<file path="src/rtl/certificate_status_table_top_defines.svh">
// Assertion macros for the certificate status table.
// Included by the top level; depends on nothing else.
`ifndef CERTIFICATE_STATUS_TABLE_TOP_DEFINES_SVH
`define CERTIFICATE_STATUS_TABLE_TOP_DEFINES_SVH

// The consequent must hold in the same cycle as the antecedent.
`define CST_ASSERT_NOW(label, clk, rst, ante, cons, msg) \
   label: assert property (@(posedge clk) disable iff (rst) (ante) |-> (cons)) else $error(msg);

// The consequent must hold in the cycle after the antecedent.
`define CST_ASSERT_NEXT(label, clk, rst, ante, cons, msg) \
   label: assert property (@(posedge clk) disable iff (rst) (ante) |=> (cons)) else $error(msg);

`endif

</file>
<file path="src/rtl/cst_pkg.sv">
// Shared types, codes and constants of the certificate status table.
// Used by the controller, the datapath and the top level.
package cst_pkg;

   localparam int CAPACITY_DEFAULT    = 32;
   localparam int SERIAL_BITS_DEFAULT = 64;
   localparam int FIELD_BITS          = 64;
   localparam int STATUS_BITS         = 3;
   localparam int ERROR_BITS          = 3;
   localparam int COUNT_BITS          = 6;
   localparam int CMD_BITS            = 2;
   localparam int REQ_DATA_BITS       = 328;
   localparam int RSP_DATA_BITS       = 80;

   typedef enum logic [CMD_BITS-1:0] {
      CMD_ADD,
      CMD_SET,
      CMD_GET,
      CMD_VALIDATE
   } cmd_type;

   localparam logic [STATUS_BITS-1:0] ST_UNKNOWN   = 3'd0;
   localparam logic [STATUS_BITS-1:0] ST_ACTIVE    = 3'd1;
   localparam logic [STATUS_BITS-1:0] ST_SUSPENDED = 3'd2;
   localparam logic [STATUS_BITS-1:0] ST_REVOKED   = 3'd3;
   localparam logic [STATUS_BITS-1:0] ST_EXPIRED   = 3'd4;

   localparam logic [ERROR_BITS-1:0] ERR_NONE           = 3'd0;
   localparam logic [ERROR_BITS-1:0] ERR_INVALID_INPUT  = 3'd1;
   localparam logic [ERROR_BITS-1:0] ERR_FULL           = 3'd2;
   localparam logic [ERROR_BITS-1:0] ERR_NOT_FOUND      = 3'd3;
   localparam logic [ERROR_BITS-1:0] ERR_REVOKED        = 3'd4;
   localparam logic [ERROR_BITS-1:0] ERR_EXPIRED        = 3'd5;
   localparam logic [ERROR_BITS-1:0] ERR_NOT_AUTHORIZED = 3'd6;
   localparam logic [ERROR_BITS-1:0] ERR_INVALID_STATE  = 3'd7;

   typedef enum logic [3:0] {
      S_IDLE,
      S_LOOK_RD,
      S_LOOK_CMP,
      S_DEC_RD,
      S_EXEC,
      S_SCAN,
      S_TGT,
      S_CAS_RD,
      S_CAS_CMP,
      S_FIN_RD,
      S_FIN_OUT,
      S_RESP
   } state_type;

   typedef enum logic [1:0] {
      RD_IDX,
      RD_FPOS,
      RD_JPOS,
      RD_RPOS
   } rd_src_type;

   typedef struct packed {
      logic       load;
      logic       look_cmp;
      logic       exec;
      logic       scan_step;
      logic       tgt_load;
      logic       cas_cmp;
      logic       out_load;
      rd_src_type rd_src;
   } ctl_cmd_type;

   typedef struct packed {
      logic hit;
      logic last;
      logic cascade;
      logic pend_any;
      logic pend_here;
   } dp_stat_type;

endpackage

</file>
<file path="src/rtl/cst_ctrl.sv">
// Controller state machine of the certificate status table.
// Depends on cst_pkg; drives the datapath through command and status structs.
module cst_ctrl (
   input  logic                 clock,
   input  logic                 reset,
   input  logic                 req_tvalid,
   output logic                 req_tready,
   output logic                 rsp_tvalid,
   input  logic                 rsp_tready,
   input  cst_pkg::dp_stat_type stat,
   output cst_pkg::ctl_cmd_type ctl
);

   cst_pkg::state_type state_ff, state_in;

   always_ff @(posedge clock) begin
      if (reset) begin
         state_ff <= cst_pkg::S_IDLE;
      end else begin
         state_ff <= state_in;
      end
   end

   always_comb begin
      state_in = state_ff;
      unique case (state_ff)
         cst_pkg::S_IDLE: begin
            if (req_tvalid) state_in = cst_pkg::S_LOOK_RD;
         end
         cst_pkg::S_LOOK_RD:  state_in = cst_pkg::S_LOOK_CMP;
         cst_pkg::S_LOOK_CMP: begin
            if (stat.hit || stat.last) state_in = cst_pkg::S_DEC_RD;
            else state_in = cst_pkg::S_LOOK_RD;
         end
         cst_pkg::S_DEC_RD: state_in = cst_pkg::S_EXEC;
         cst_pkg::S_EXEC: begin
            if (stat.cascade) state_in = cst_pkg::S_SCAN;
            else state_in = cst_pkg::S_FIN_RD;
         end
         cst_pkg::S_SCAN: begin
            if (!stat.pend_any) state_in = cst_pkg::S_FIN_RD;
            else if (stat.pend_here) state_in = cst_pkg::S_TGT;
         end
         cst_pkg::S_TGT:    state_in = cst_pkg::S_CAS_RD;
         cst_pkg::S_CAS_RD: state_in = cst_pkg::S_CAS_CMP;
         cst_pkg::S_CAS_CMP: begin
            if (stat.last) state_in = cst_pkg::S_SCAN;
            else state_in = cst_pkg::S_CAS_RD;
         end
         cst_pkg::S_FIN_RD:  state_in = cst_pkg::S_FIN_OUT;
         cst_pkg::S_FIN_OUT: state_in = cst_pkg::S_RESP;
         cst_pkg::S_RESP: begin
            if (rsp_tready) state_in = cst_pkg::S_IDLE;
         end
         default: state_in = cst_pkg::S_IDLE;
      endcase
   end

   always_comb begin
      ctl        = '0;
      ctl.rd_src = cst_pkg::RD_IDX;
      req_tready = 1'b0;
      rsp_tvalid = 1'b0;
      unique case (state_ff)
         cst_pkg::S_IDLE: begin
            req_tready = 1'b1;
            ctl.load   = req_tvalid;
         end
         cst_pkg::S_LOOK_RD:  ctl.rd_src = cst_pkg::RD_IDX;
         cst_pkg::S_LOOK_CMP: ctl.look_cmp = 1'b1;
         cst_pkg::S_DEC_RD:   ctl.rd_src = cst_pkg::RD_FPOS;
         cst_pkg::S_EXEC:     ctl.exec = 1'b1;
         cst_pkg::S_SCAN: begin
            ctl.scan_step = 1'b1;
            ctl.rd_src    = cst_pkg::RD_JPOS;
         end
         cst_pkg::S_TGT:     ctl.tgt_load = 1'b1;
         cst_pkg::S_CAS_RD:  ctl.rd_src = cst_pkg::RD_IDX;
         cst_pkg::S_CAS_CMP: ctl.cas_cmp = 1'b1;
         cst_pkg::S_FIN_RD:  ctl.rd_src = cst_pkg::RD_RPOS;
         cst_pkg::S_FIN_OUT: ctl.out_load = 1'b1;
         cst_pkg::S_RESP:    rsp_tvalid = 1'b1;
         default: ctl = '0;
      endcase
   end

endmodule

</file>
<file path="config.mk">
export PLATFORM = sky130hd
export DESIGN_NAME = cst_ctrl
export DESIGN_NICKNAME = d
export VERILOG_FILES = /design/src/rtl/certificate_status_table_top_defines.svh /design/src/rtl/cst_pkg.sv /design/src/rtl/cst_ctrl.sv
export SDC_FILE = /design/constraint.sdc
export NUM_CORES = 1
export LEC_CHECK = 0
export BUFFER_PORTS_ARGS = -buffer_cell sky130_fd_sc_hd__buf_2
export CORE_AREA = 2 2 39 41
export DETAILED_ROUTE_END_ITERATION = 7
export DIE_AREA = 0 0 41 43
export PLACE_DENSITY = 0.57
export SYNTH_ARGS = -nofsm -noshare
export SYNTH_HDL_FRONTEND = slang
export SYNTH_SLANG_ARGS = --single-unit
</file>
<file path="constraint.sdc">
create_clock -name clock -period 4.3 [get_ports clock]
set_clock_uncertainty 0.1 [all_clocks]
set_input_delay 0.86 -clock clock [delete_from_list [all_inputs] [get_ports clock]]
set_output_delay 0.86 -clock clock [all_outputs]
set_load 0.05 [all_outputs]
</file>
==> results of run 1 <==
==> final cells by class <==
type                    instances  area, um2  area share (%)
flip-flops and latches          4      80.08           15.72
well taps                      16      20.02           3.931
inverters                       3      11.26           2.211
clock buffers                   3      22.52           4.423
multi-input cells              48      280.3           55.04
repair buffers                 19      95.09           18.67
==> cells by family (layout without fill, tap and decap cells) <==
kind of cell,count (synthesis),in the layout,synth area share [%]
AND/OR/NAND/NOR,33,33,45.34
AO/OA/AOI/OAI,14,14,24.44
buffers and inverters,7,25,7.396
flip-flops,4,4,20.58
XOR/XNOR,1,1,2.251
==> synthesized netlist by cell type <==
master    instances  area [um2]
or2b_2            1       8.760
or4_1             1       7.510
clkbuf_1          2       7.510
nand2_1           2       7.510
inv_1             3       11.26
o21ai_0           4       20.02
a32oi_1           1       8.760
a211oi_1          1       7.510
and2_1            1       6.260
nor4_1            1       6.260
and3b_1           1       8.760
nor2_1           12       45.04
o211ai_1          1       7.510
a311oi_1          1       8.760
a32o_1            1       10.01
nand2b_1          2       12.51
nand3_1           1       5.000
buf_2             2       10.01
nand3b_1          1       7.510
nor2b_1           1       6.260
a31oi_1           1       6.260
or2b_1            2       15.01
nor3_1            5       25.02
a211o_1           1       8.760
dfxtp_1           4       80.08
xnor2_1           1       8.760
a21oi_1           2       10.01
nor3b_1           2       15.01
o21a_1            1       7.510
==> power by group through the flow <==
| stage | clock, mW | combinational (mW) | sequential, mW |
|---|---|---|---|
| 2_1_floorplan | 0 | 0.0528 | 0.0434 |
| 3_3_place_gp | 0 | 0.0594 | 0.0513 |
| 3_5_place_dp | 0 | 0.0590 | 0.0510 |
| 4_1_cts | 0.0476 | 0.0593 | 0.0505 |
| 5_1_grt | 0.0490 | 0.0642 | 0.0520 |
| 6_report | 0.0455 | 0.0590 | 0.0509 |
==> metal layers <==
layer  up-vias  global-route usage (%)  share of wire [%]
li1        252                       -                  -
met5         -                       0                  0
met4         0                   8.000                  0
met2        18                   16.25                 45
met1       209                   20.51                 48
met3         0                   3.141                6.8
==> path summary, 6_finish.rpt <==
kind	to	slack [ps]	depth (start not counted)
hold reg to reg	state_ff[2]$_SDFFE_PP0P_	620	2
hold / removal	state_ff[2]$_SDFFE_PP0P_	620	2
setup / recovery	ctl[5]	1740	3
setup reg to reg	state_ff[1]$_SDFFE_PP0P_	2450	4
==> critical path, delay by kind of cell, from the launching register on <==
kind,cells,cell delay [ps]
and+or+nand+nor,2,530
DFF,1,550
buffers and inverters,1,290
==> flow_metrics.py, run 1 <==
metrics = {
    "outcome": {
        "outcome": "completed",
    },
    "sta": {
        "grt_setup_unrepaired": "no",
        "fin_hold_ws_ps": 621.1,
        "finalSetupViolations": 0,
        "min_period_over_period_pct": 59.56,
        "fin_crit_ps": 2561,
        "tightestPinTransition_ps": 477.9,
        "final_max_slew_viol_count": 0,
        "relSlewSlack_pct": 68.09,
        "max_freq_mhz": 390.5,
        "hold_viol_final": 0,
        "setup_tns_ps": 0,
        "layout_setup_ws_ps": 1739,
    },
    "floorplan": {
        "start_util_pct": 28.12,
        "die-area_mm2": 0.001763,
        "rows": 14,
        "io_pins": 20,
        "fp.coreArea_mm2": 0.001384,
        "die_w_um": 41,
        "die_h_um": 43,
    },
    "min_path": {
        "hold_class": "reg -> reg",
        "hold_start": "state_ff[2]$_SDFFE_PP0P_",
    },
    "power_and_ir_drop": {
        "p_per_area_mw_per_mm2": 305.1,
        "p_comb_share_pct": 38.0,
        "p_seq_share_pct": 32.7,
        "netSwitchingFraction_pct": 40.42,
        "ir_drop_mv": 0.1258,
        "p_total_mw": 0.1554,
        "power_frac_clock_pct": 29.3,
        "switching_power_mw": 0.06279,
        "leakage_nw": 0.2334,
        "intPower_mw": 0.09256,
    },
    "worst_setup_path": {
        "crit_arrival_ps": 1600,
        "path_class": "reg -> out",
        "crit_fanout": 13,
        "worstPathCellList": "or2b_2 -> nor2_1 -> buf_2",
        "endpoint_kind": "primary output",
        "critical_path.startpoint": "state_ff[2]$_SDFFE_PP0P_",
        "crit_path_top_delay_cell": "dfxtp_1",
        "worst_ep_required_time_ps": 3340,
        "critPathMaxStageDelay_ps": 550,
        "critPathLaunchType": "flop",
        "timing.rr.start": "state_ff[3]$_SDFFE_PP0P_",
    },
    "clock_tree": {
        "cts_setup_buffers": 0,
        "hold_buffers": 0,
        "cts-htree-levels": 1,
        "cts_made_buffers": 3,
        "clk_pin_slew_ps": 40,
        "cts_root_buf": "clkbuf_4",
        "cts_tree": "built",
        "clk_path_buf_depth": 2,
        "cts_sinks": 4,
        "cts_resized": 0,
        "clk_latency_ps": 230,
    },
    "layout": {
        "drive_gt1_share_pct": 29.87,
        "design_area_um2": 509.2,
        "reg_top3": "state_ff: 4 flops",
        "largest_reg_flops": 4,
        "areaGrowthSynthToFinish_pct": 30.87,
        "insertedDiodeCount": 0,
        "final_common_cell": "buf_2",
        "nets": 88,
        "final_cell_mix": "19 x buf_2, 12 x nor2_1, 5 x nor3_1",
        "fillerInstances": 147,
        "postLayoutCoreUtil_pct": 36.80,
        "largest-register": "state_ff",
        "final_cells": 93,
    },
    "routing": {
        "drtAntennaViolNets": 0,
        "vias": 479,
        "routedWlPerCell_um": 11.00,
        "drtIter0Drc": 16,
        "wl_mm": 1.023,
        "vias_per_cell": 5.151,
        "drt-pass1-iter-count": 4,
        "drc": 0,
    },
    "synthesis": {
        "syn_inst": 59,
        "ys_ff_latch": 4,
        "ys_types": 29,
        "yosysWarnings": 0,
        "synth_fp_nets": 68,
        "syn_area_per_cell_um2": 6.595,
        "ys_seq_area_share_pct": 20.58,
        "syn_area_um2": 389.1,
    },
    "placed_design": {
        "detailedPlace.worstSlack_ps": 2009,
        "dp_cells": 90,
        "portBuffers": 19,
        "placed_area_um2": 486.7,
        "gp_congestion": 0.7025,
        "dpl.hpwl_um": 777,
    },
    "global_route": {
        "antenna_found_initial": 0,
        "grt_pass1_vias": 385,
        "grt-ovfl-total": 0,
        "track_usage_pct": 13.44,
        "grt_pass1_wl_mm": 1.607,
        "grt_max_degree": 16,
    },
    "job": {
        "maxCapViolations": 0,
    },
}
No activity file was read; power rests on OpenSTA's default activity.
==> inputs of run 2 (changes only) <==
- PLACE_DENSITY: 0.57 -> 0.59
- clock period: 4.3 -> 2.1 ns (I/O delays scaled with it)
==> run 2 against run 1 <==
Routed wire length rose by 2.9%. Count of clock-buffer cells in the layout did not move. Core utilization rose by 4.3 points. Critical path depth did not move. Highest routed layer is now met4.
==> flow_metrics.py, run 2 (synthesis results as in run 1) <==
metrics = {
    "power_and_ir_drop": {
        "p_per_area_mw_per_mm2": 596.0,
        "intPower_mw": 0.2001,
        "netSwitchingFraction_pct": 41.01,
        "switching_power_mw": 0.1392,
        "power_frac_clock_pct": 29.5,
        "p_total_mw": 0.3393,
        "ir_drop_mv": 0.2701,
        "leakage_nw": 0.2703,
        "p_comb_share_pct": 41.3,
        "p_seq_share_pct": 29.2,
    },
    "routing": {
        "wl_mm": 1.053,
        "drc": 0,
        "drtAntennaViolNets": 0,
        "routedWlPerCell_um": 10.86,
        "vias": 497,
        "vias_per_cell": 5.124,
        "drt-pass1-iter-count": 4,
        "drtIter0Drc": 6,
    },
    "sta": {
        "final_max_slew_viol_count": 0,
        "hold_viol_final": 0,
        "grt_setup_unrepaired": "no",
        "tightestPinTransition_ps": 311.5,
        "max_freq_mhz": 510.3,
        "fin_hold_ws_ps": 305.1,
        "layout_setup_ws_ps": 140.2,
        "finalSetupViolations": 0,
        "fin_crit_ps": 1960,
        "min_period_over_period_pct": 93.32,
        "relSlewSlack_pct": 79.07,
    },
    "worst_setup_path": {
        "endpoint_kind": "primary output",
        "path_class": "reg -> out",
        "critPathLaunchType": "flop",
        "crit_fanout": 9,
        "worst_ep_required_time_ps": 1580,
        "crit_arrival_ps": 1440,
    },
    "global_route": {
        "antenna_found_initial": 0,
        "grt_pass1_vias": 385,
        "grt_max_degree": 13,
        "grt_pass1_wl_mm": 1.607,
        "track_usage_pct": 13.76,
        "grt-ovfl-total": 0,
    },
    "floorplan": {
        "die-area_mm2": 0.001763,
        "die_h_um": 43,
        "io_pins": 20,
        "fp.coreArea_mm2": 0.001384,
        "die_w_um": 41,
        "start_util_pct": 28.12,
        "rows": 14,
    },
    "clock_tree": {
        "clk_pin_slew_ps": 40,
        "cts-htree-levels": 1,
        "clk_latency_ps": 240,
        "clk_path_buf_depth": 2,
        "cts_tree": "built",
        "cts_root_buf": "clkbuf_4",
        "cts_sinks": 4,
        "cts_made_buffers": 3,
    },
    "layout": {
        "reg_top3": "state_ff: 4 flops",
        "fillerInstances": 161,
        "multi_input_area_um2": 306.5,
        "largest-register": "state_ff",
        "areaGrowthSynthToFinish_pct": 46.30,
        "final_cell_mix": "19 x buf_2, 12 x nor2_1, 4 x o21ai_0, 4 x buf_4",
        "final_common_cell": "buf_2",
        "insertedDiodeCount": 0,
        "nets": 92,
        "largest_reg_flops": 4,
        "drive_gt1_share_pct": 43.21,
        "seq_area_um2": 83.83,
        "postLayoutCoreUtil_pct": 41.14,
    },
    "placed_design": {
        "portBuffers": 19,
        "dpl.hpwl_um": 824,
        "detailedPlace.worstSlack_ps": 300.2,
        "gp_congestion": 0.7620,
    },
    "min_path": {
        "hold_class": "in -> reg",
    },
    "outcome": {
        "outcome": "completed",
    },
    "job": {
        "maxCapViolations": 0,
    },
}
-- run 2: worst paths after layout --
| check | from | to | slack, ps | cells after the start |
|---|---|---|---|---|
| worst max register to register | state_ff[0]$_SDFFE_PP0P_ | state_ff[1]$_SDFFE_PP0P_ | 440 | 4 |
| worst min-delay path | reset | state_ff[3]$_SDFFE_PP0P_ | 310 | 2 |
| worst min register to register | state_ff[2]$_SDFFE_PP0P_ | state_ff[2]$_SDFFE_PP0P_ | 510 | 2 |
| worst max-delay path | state_ff[2]$_SDFFE_PP0P_ | ctl[5] | 140 | 3 |
-- run 2: metal layers --
layer	global-route usage (%)	up-vias	wire length [um]
li1	-	257	-
met5	0	-	0
met1	18.01	217	498
met2	18.75	19	454
met4	12.00	0	30
met3	1.571	4	68
-- run 2: stage by stage --
stage | instance area (um2) | setup TNS (ps) | instances
after floorplan | 415.4 | -322.9 | 59
after global placement | 543.0 | 0 | 94
after detailed placement | 543.0 | 0 | 94
after CTS | 565.5 | 0 | 97
after global routing | 569.3 | 0 | 97
final | 569.3 | 0 | 97
-- run 2: timing repair --
item / 4_1_cts / 5_1_grt
hold buffers: 0 / 0
setup buffers: 0 / 0
gates resized for setup: 0 / 3
endpoints found under the setup margin: 0 / 4
-- run 2: area by class of cell --
class	instances	area share, %
timing repair buffer	23	21.98
sequential	4	14.73
clock buffer	3	3.956
multi-input combinational	48	53.85
tap	16	3.516
inverter	3	1.978
-- run 2: critical path, stage by stage, from the launching register on --
cell	delay (ps)
dfxtp_2	410
or2b_2	350
nor2_1	150
buf_2	280
-- run 2: power by group through the flow --
stage | clock, mW | combinational (mW) | sequential, mW
2_1_floorplan | 0 | 0.113 | 0.0898
3_3_place_gp | 0 | 0.142 | 0.0993
5_1_grt | 0.110 | 0.153 | 0.101
4_1_cts | 0.104 | 0.141 | 0.0977
3_5_place_dp | 0 | 0.141 | 0.0992
6_report | 0.0999 | 0.140 | 0.0992
==> inputs of run 3 (changes only) <==
--- a/config.mk
+++ b/config.mk
@@ -11,4 +11,5 @@
 export DIE_AREA = 0 0 41 43
 export PLACE_DENSITY = 0.59
+export SLEW_MARGIN = 10
 export SYNTH_ARGS = -nofsm -noshare
 export SYNTH_HDL_FRONTEND = slang
==> constraint.sdc (replaced) <==
create_clock -name clock -period 2.1 [get_ports clock]
set_clock_uncertainty 0.1 [all_clocks]
set_input_delay 0.21 -clock clock [delete_from_list [all_inputs] [get_ports clock]]
set_output_delay 0.21 -clock clock [all_outputs]
set_load 0.05 [all_outputs]
==> run 3 against run 2 <==
Non-clock buffer count decreased by 2. Die area unchanged. Power shrank 3.4%. Combinational power fell by 3%. Clock power decreased by 5.1%. Critical endpoint is now ctl[4].
==> flow_metrics.py, run 3 (synthesis results as in run 1) <==
metrics = {
    "sta": {
        "finalSetupViolations": 0,
        "relSlewSlack_pct": 68.31,
        "max_freq_mhz": 509.6,
        "min_period_over_period_pct": 93.44,
        "final_max_slew_viol_count": 0,
        "grt_setup_unrepaired": "no",
        "hold_viol_final": 0,
        "fin_crit_ps": 1962,
        "tightestPinTransition_ps": 474.7,
    },
    "worst_setup_path": {
        "cp.buffers_inverters": 1,
        "critPathMaxStageDelay_ps": 580,
        "critPathLaunchType": "flop",
        "endpoint_kind": "primary output",
        "crit_arrival_ps": 1650,
        "crit_fanout": 13,
        "crit_path_top_delay_cell": "dfxtp_1",
        "path_class": "reg -> out",
        "worst_ep_required_time_ps": 1790,
        "worstPathCellList": "or2b_2 -> nor2_1 -> buf_2",
        "cp_top_family": "flip-flops",
    },
    "clock_tree": {
        "cts_made_buffers": 3,
        "cts_sinks": 4,
        "clk_latency_ps": 240,
        "cts_resized": 0,
        "clk_path_buf_depth": 2,
        "cts_tree": "built",
        "hold_buffers": 0,
        "cts_setup_buffers": 0,
        "cts-htree-levels": 1,
        "cts_root_buf": "clkbuf_4",
        "clk_pin_slew_ps": 40,
    },
    "global_route": {
        "antenna_found_initial": 0,
        "track_usage_pct": 14.57,
        "grt_pass1_vias": 415,
        "grtUsageMet2_pct": 19.69,
        "grt_max_degree": 16,
        "use_met1_pct": 20.65,
        "use_met3_pct": 4.712,
        "grt_pass1_wl_mm": 1.711,
        "grt-ovfl-total": 0,
        "busiest_layer": "met1",
    },
    "power_and_ir_drop": {
        "power_frac_clock_pct": 28.9,
        "p_seq_share_pct": 29.4,
        "switching_power_mw": 0.1328,
        "intPower_mw": 0.1949,
        "p_comb_share_pct": 41.6,
        "netSwitchingFraction_pct": 40.52,
        "leakage_nw": 0.2465,
        "ir_drop_mv": 0.3003,
        "p_per_area_mw_per_mm2": 611.8,
        "p_total_mw": 0.3276,
    },
    "floorplan": {
        "die_h_um": 43,
        "fp.coreArea_mm2": 0.001384,
        "start_util_pct": 28.12,
        "die_w_um": 41,
        "die-area_mm2": 0.001763,
        "rows": 14,
        "io_pins": 20,
    },
    "routing": {
        "drtIter0Drc": 6,
        "drc": 0,
        "drt-pass1-iter-count": 4,
        "routedWlPerCell_um": 11.81,
        "wl_mm": 1.122,
        "drtAntennaViolNets": 0,
        "vias_per_cell": 5.011,
        "vias": 476,
    },
    "job": {
        "maxCapViolations": 0,
    },
    "layout": {
        "largest_reg_flops": 4,
        "reg_top3": "state_ff: 4 flops",
        "areaGrowthSynthToFinish_pct": 37.62,
        "final_cells": 95,
        "postLayoutCoreUtil_pct": 38.70,
        "final_cell_mix": "19 x buf_2, 12 x nor2_1, 5 x nor3_1",
        "insertedDiodeCount": 0,
        "nets": 90,
        "drive_gt1_share_pct": 34.18,
        "largest-register": "state_ff",
        "final_common_cell": "buf_2",
    },
    "placed_design": {
        "portBuffers": 19,
        "dp_cells": 92,
        "dpl.hpwl_um": 829.9,
        "gp_congestion": 0.7062,
    },
    "outcome": {
        "outcome": "completed",
    },
    "min_path": {
        "hold_class": "in -> reg",
    },
}
run 3: cell types whose count changed in the layout (fill, tap and decap cells not counted), sizes merged:
cell and delta:
buf -2
run 3: layer usage:
metal	vias up	wire [um]
met3	2	75
met5	-	0
met2	15	473
met1	208	559
met4	0	13
li1	251	-
run 3: final cells by class:
class / instances / area [um2]
Clock buffer: 3 / 22.52
Fill cell: 150 / 848.3
Inverter: 3 / 11.26
Multi-Input combinational cell: 48 / 291.5
Sequential cell: 4 / 80.08
Tap cell: 16 / 20.02
Timing Repair Buffer: 21 / 110.1
run 3: per-stage QoR:
step / cell area [um2] / hold WS, ps / setup WS, ps / TNS, ps
floorplan: 400.4 / 179.1 / -112.9 / -112.9
global placement: 513.0 / 356.0 / 346.7 / 0
detailed placement: 513.0 / 357.5 / 320.6 / 0
CTS: 535.5 / 110.1 / 139.8 / 0
global route: 535.5 / 120.6 / 85.55 / 0
finish: 535.5 / 118.7 / 137.8 / 0
run 3: final timing paths:
check,startpoint,end,slack (ps),cells after the start
hold / removal,reset,state_ff[0]$_SDFFE_PP0P_,120,2
setup / recovery,state_ff[2]$_SDFFE_PP0P_,ctl[4],140,3
setup reg to reg,state_ff[1]$_SDFFE_PP0P_,state_ff[1]$_SDFFE_PP0P_,300,4
hold reg to reg,state_ff[3]$_SDFFE_PP0P_,state_ff[1]$_SDFFE_PP0P_,650,2
run 3: power groups by stage:
stage	logic, mW	registers, mW	clock network (mW)
floorplan	0.110	0.0898	0
global placement	0.136	0.0970	0
detailed placement	0.136	0.0971	0
CTS	0.137	0.0958	0.0991
global route	0.149	0.0978	0.103
finish	0.136	0.0965	0.0948
run 3: worst reg2reg max path, cell delays in order (launching register included):
cell	delay, ps
dfxtp_1	610
nand2b_1	240
nor2_1	50
or4_1	470
a32o_1	230
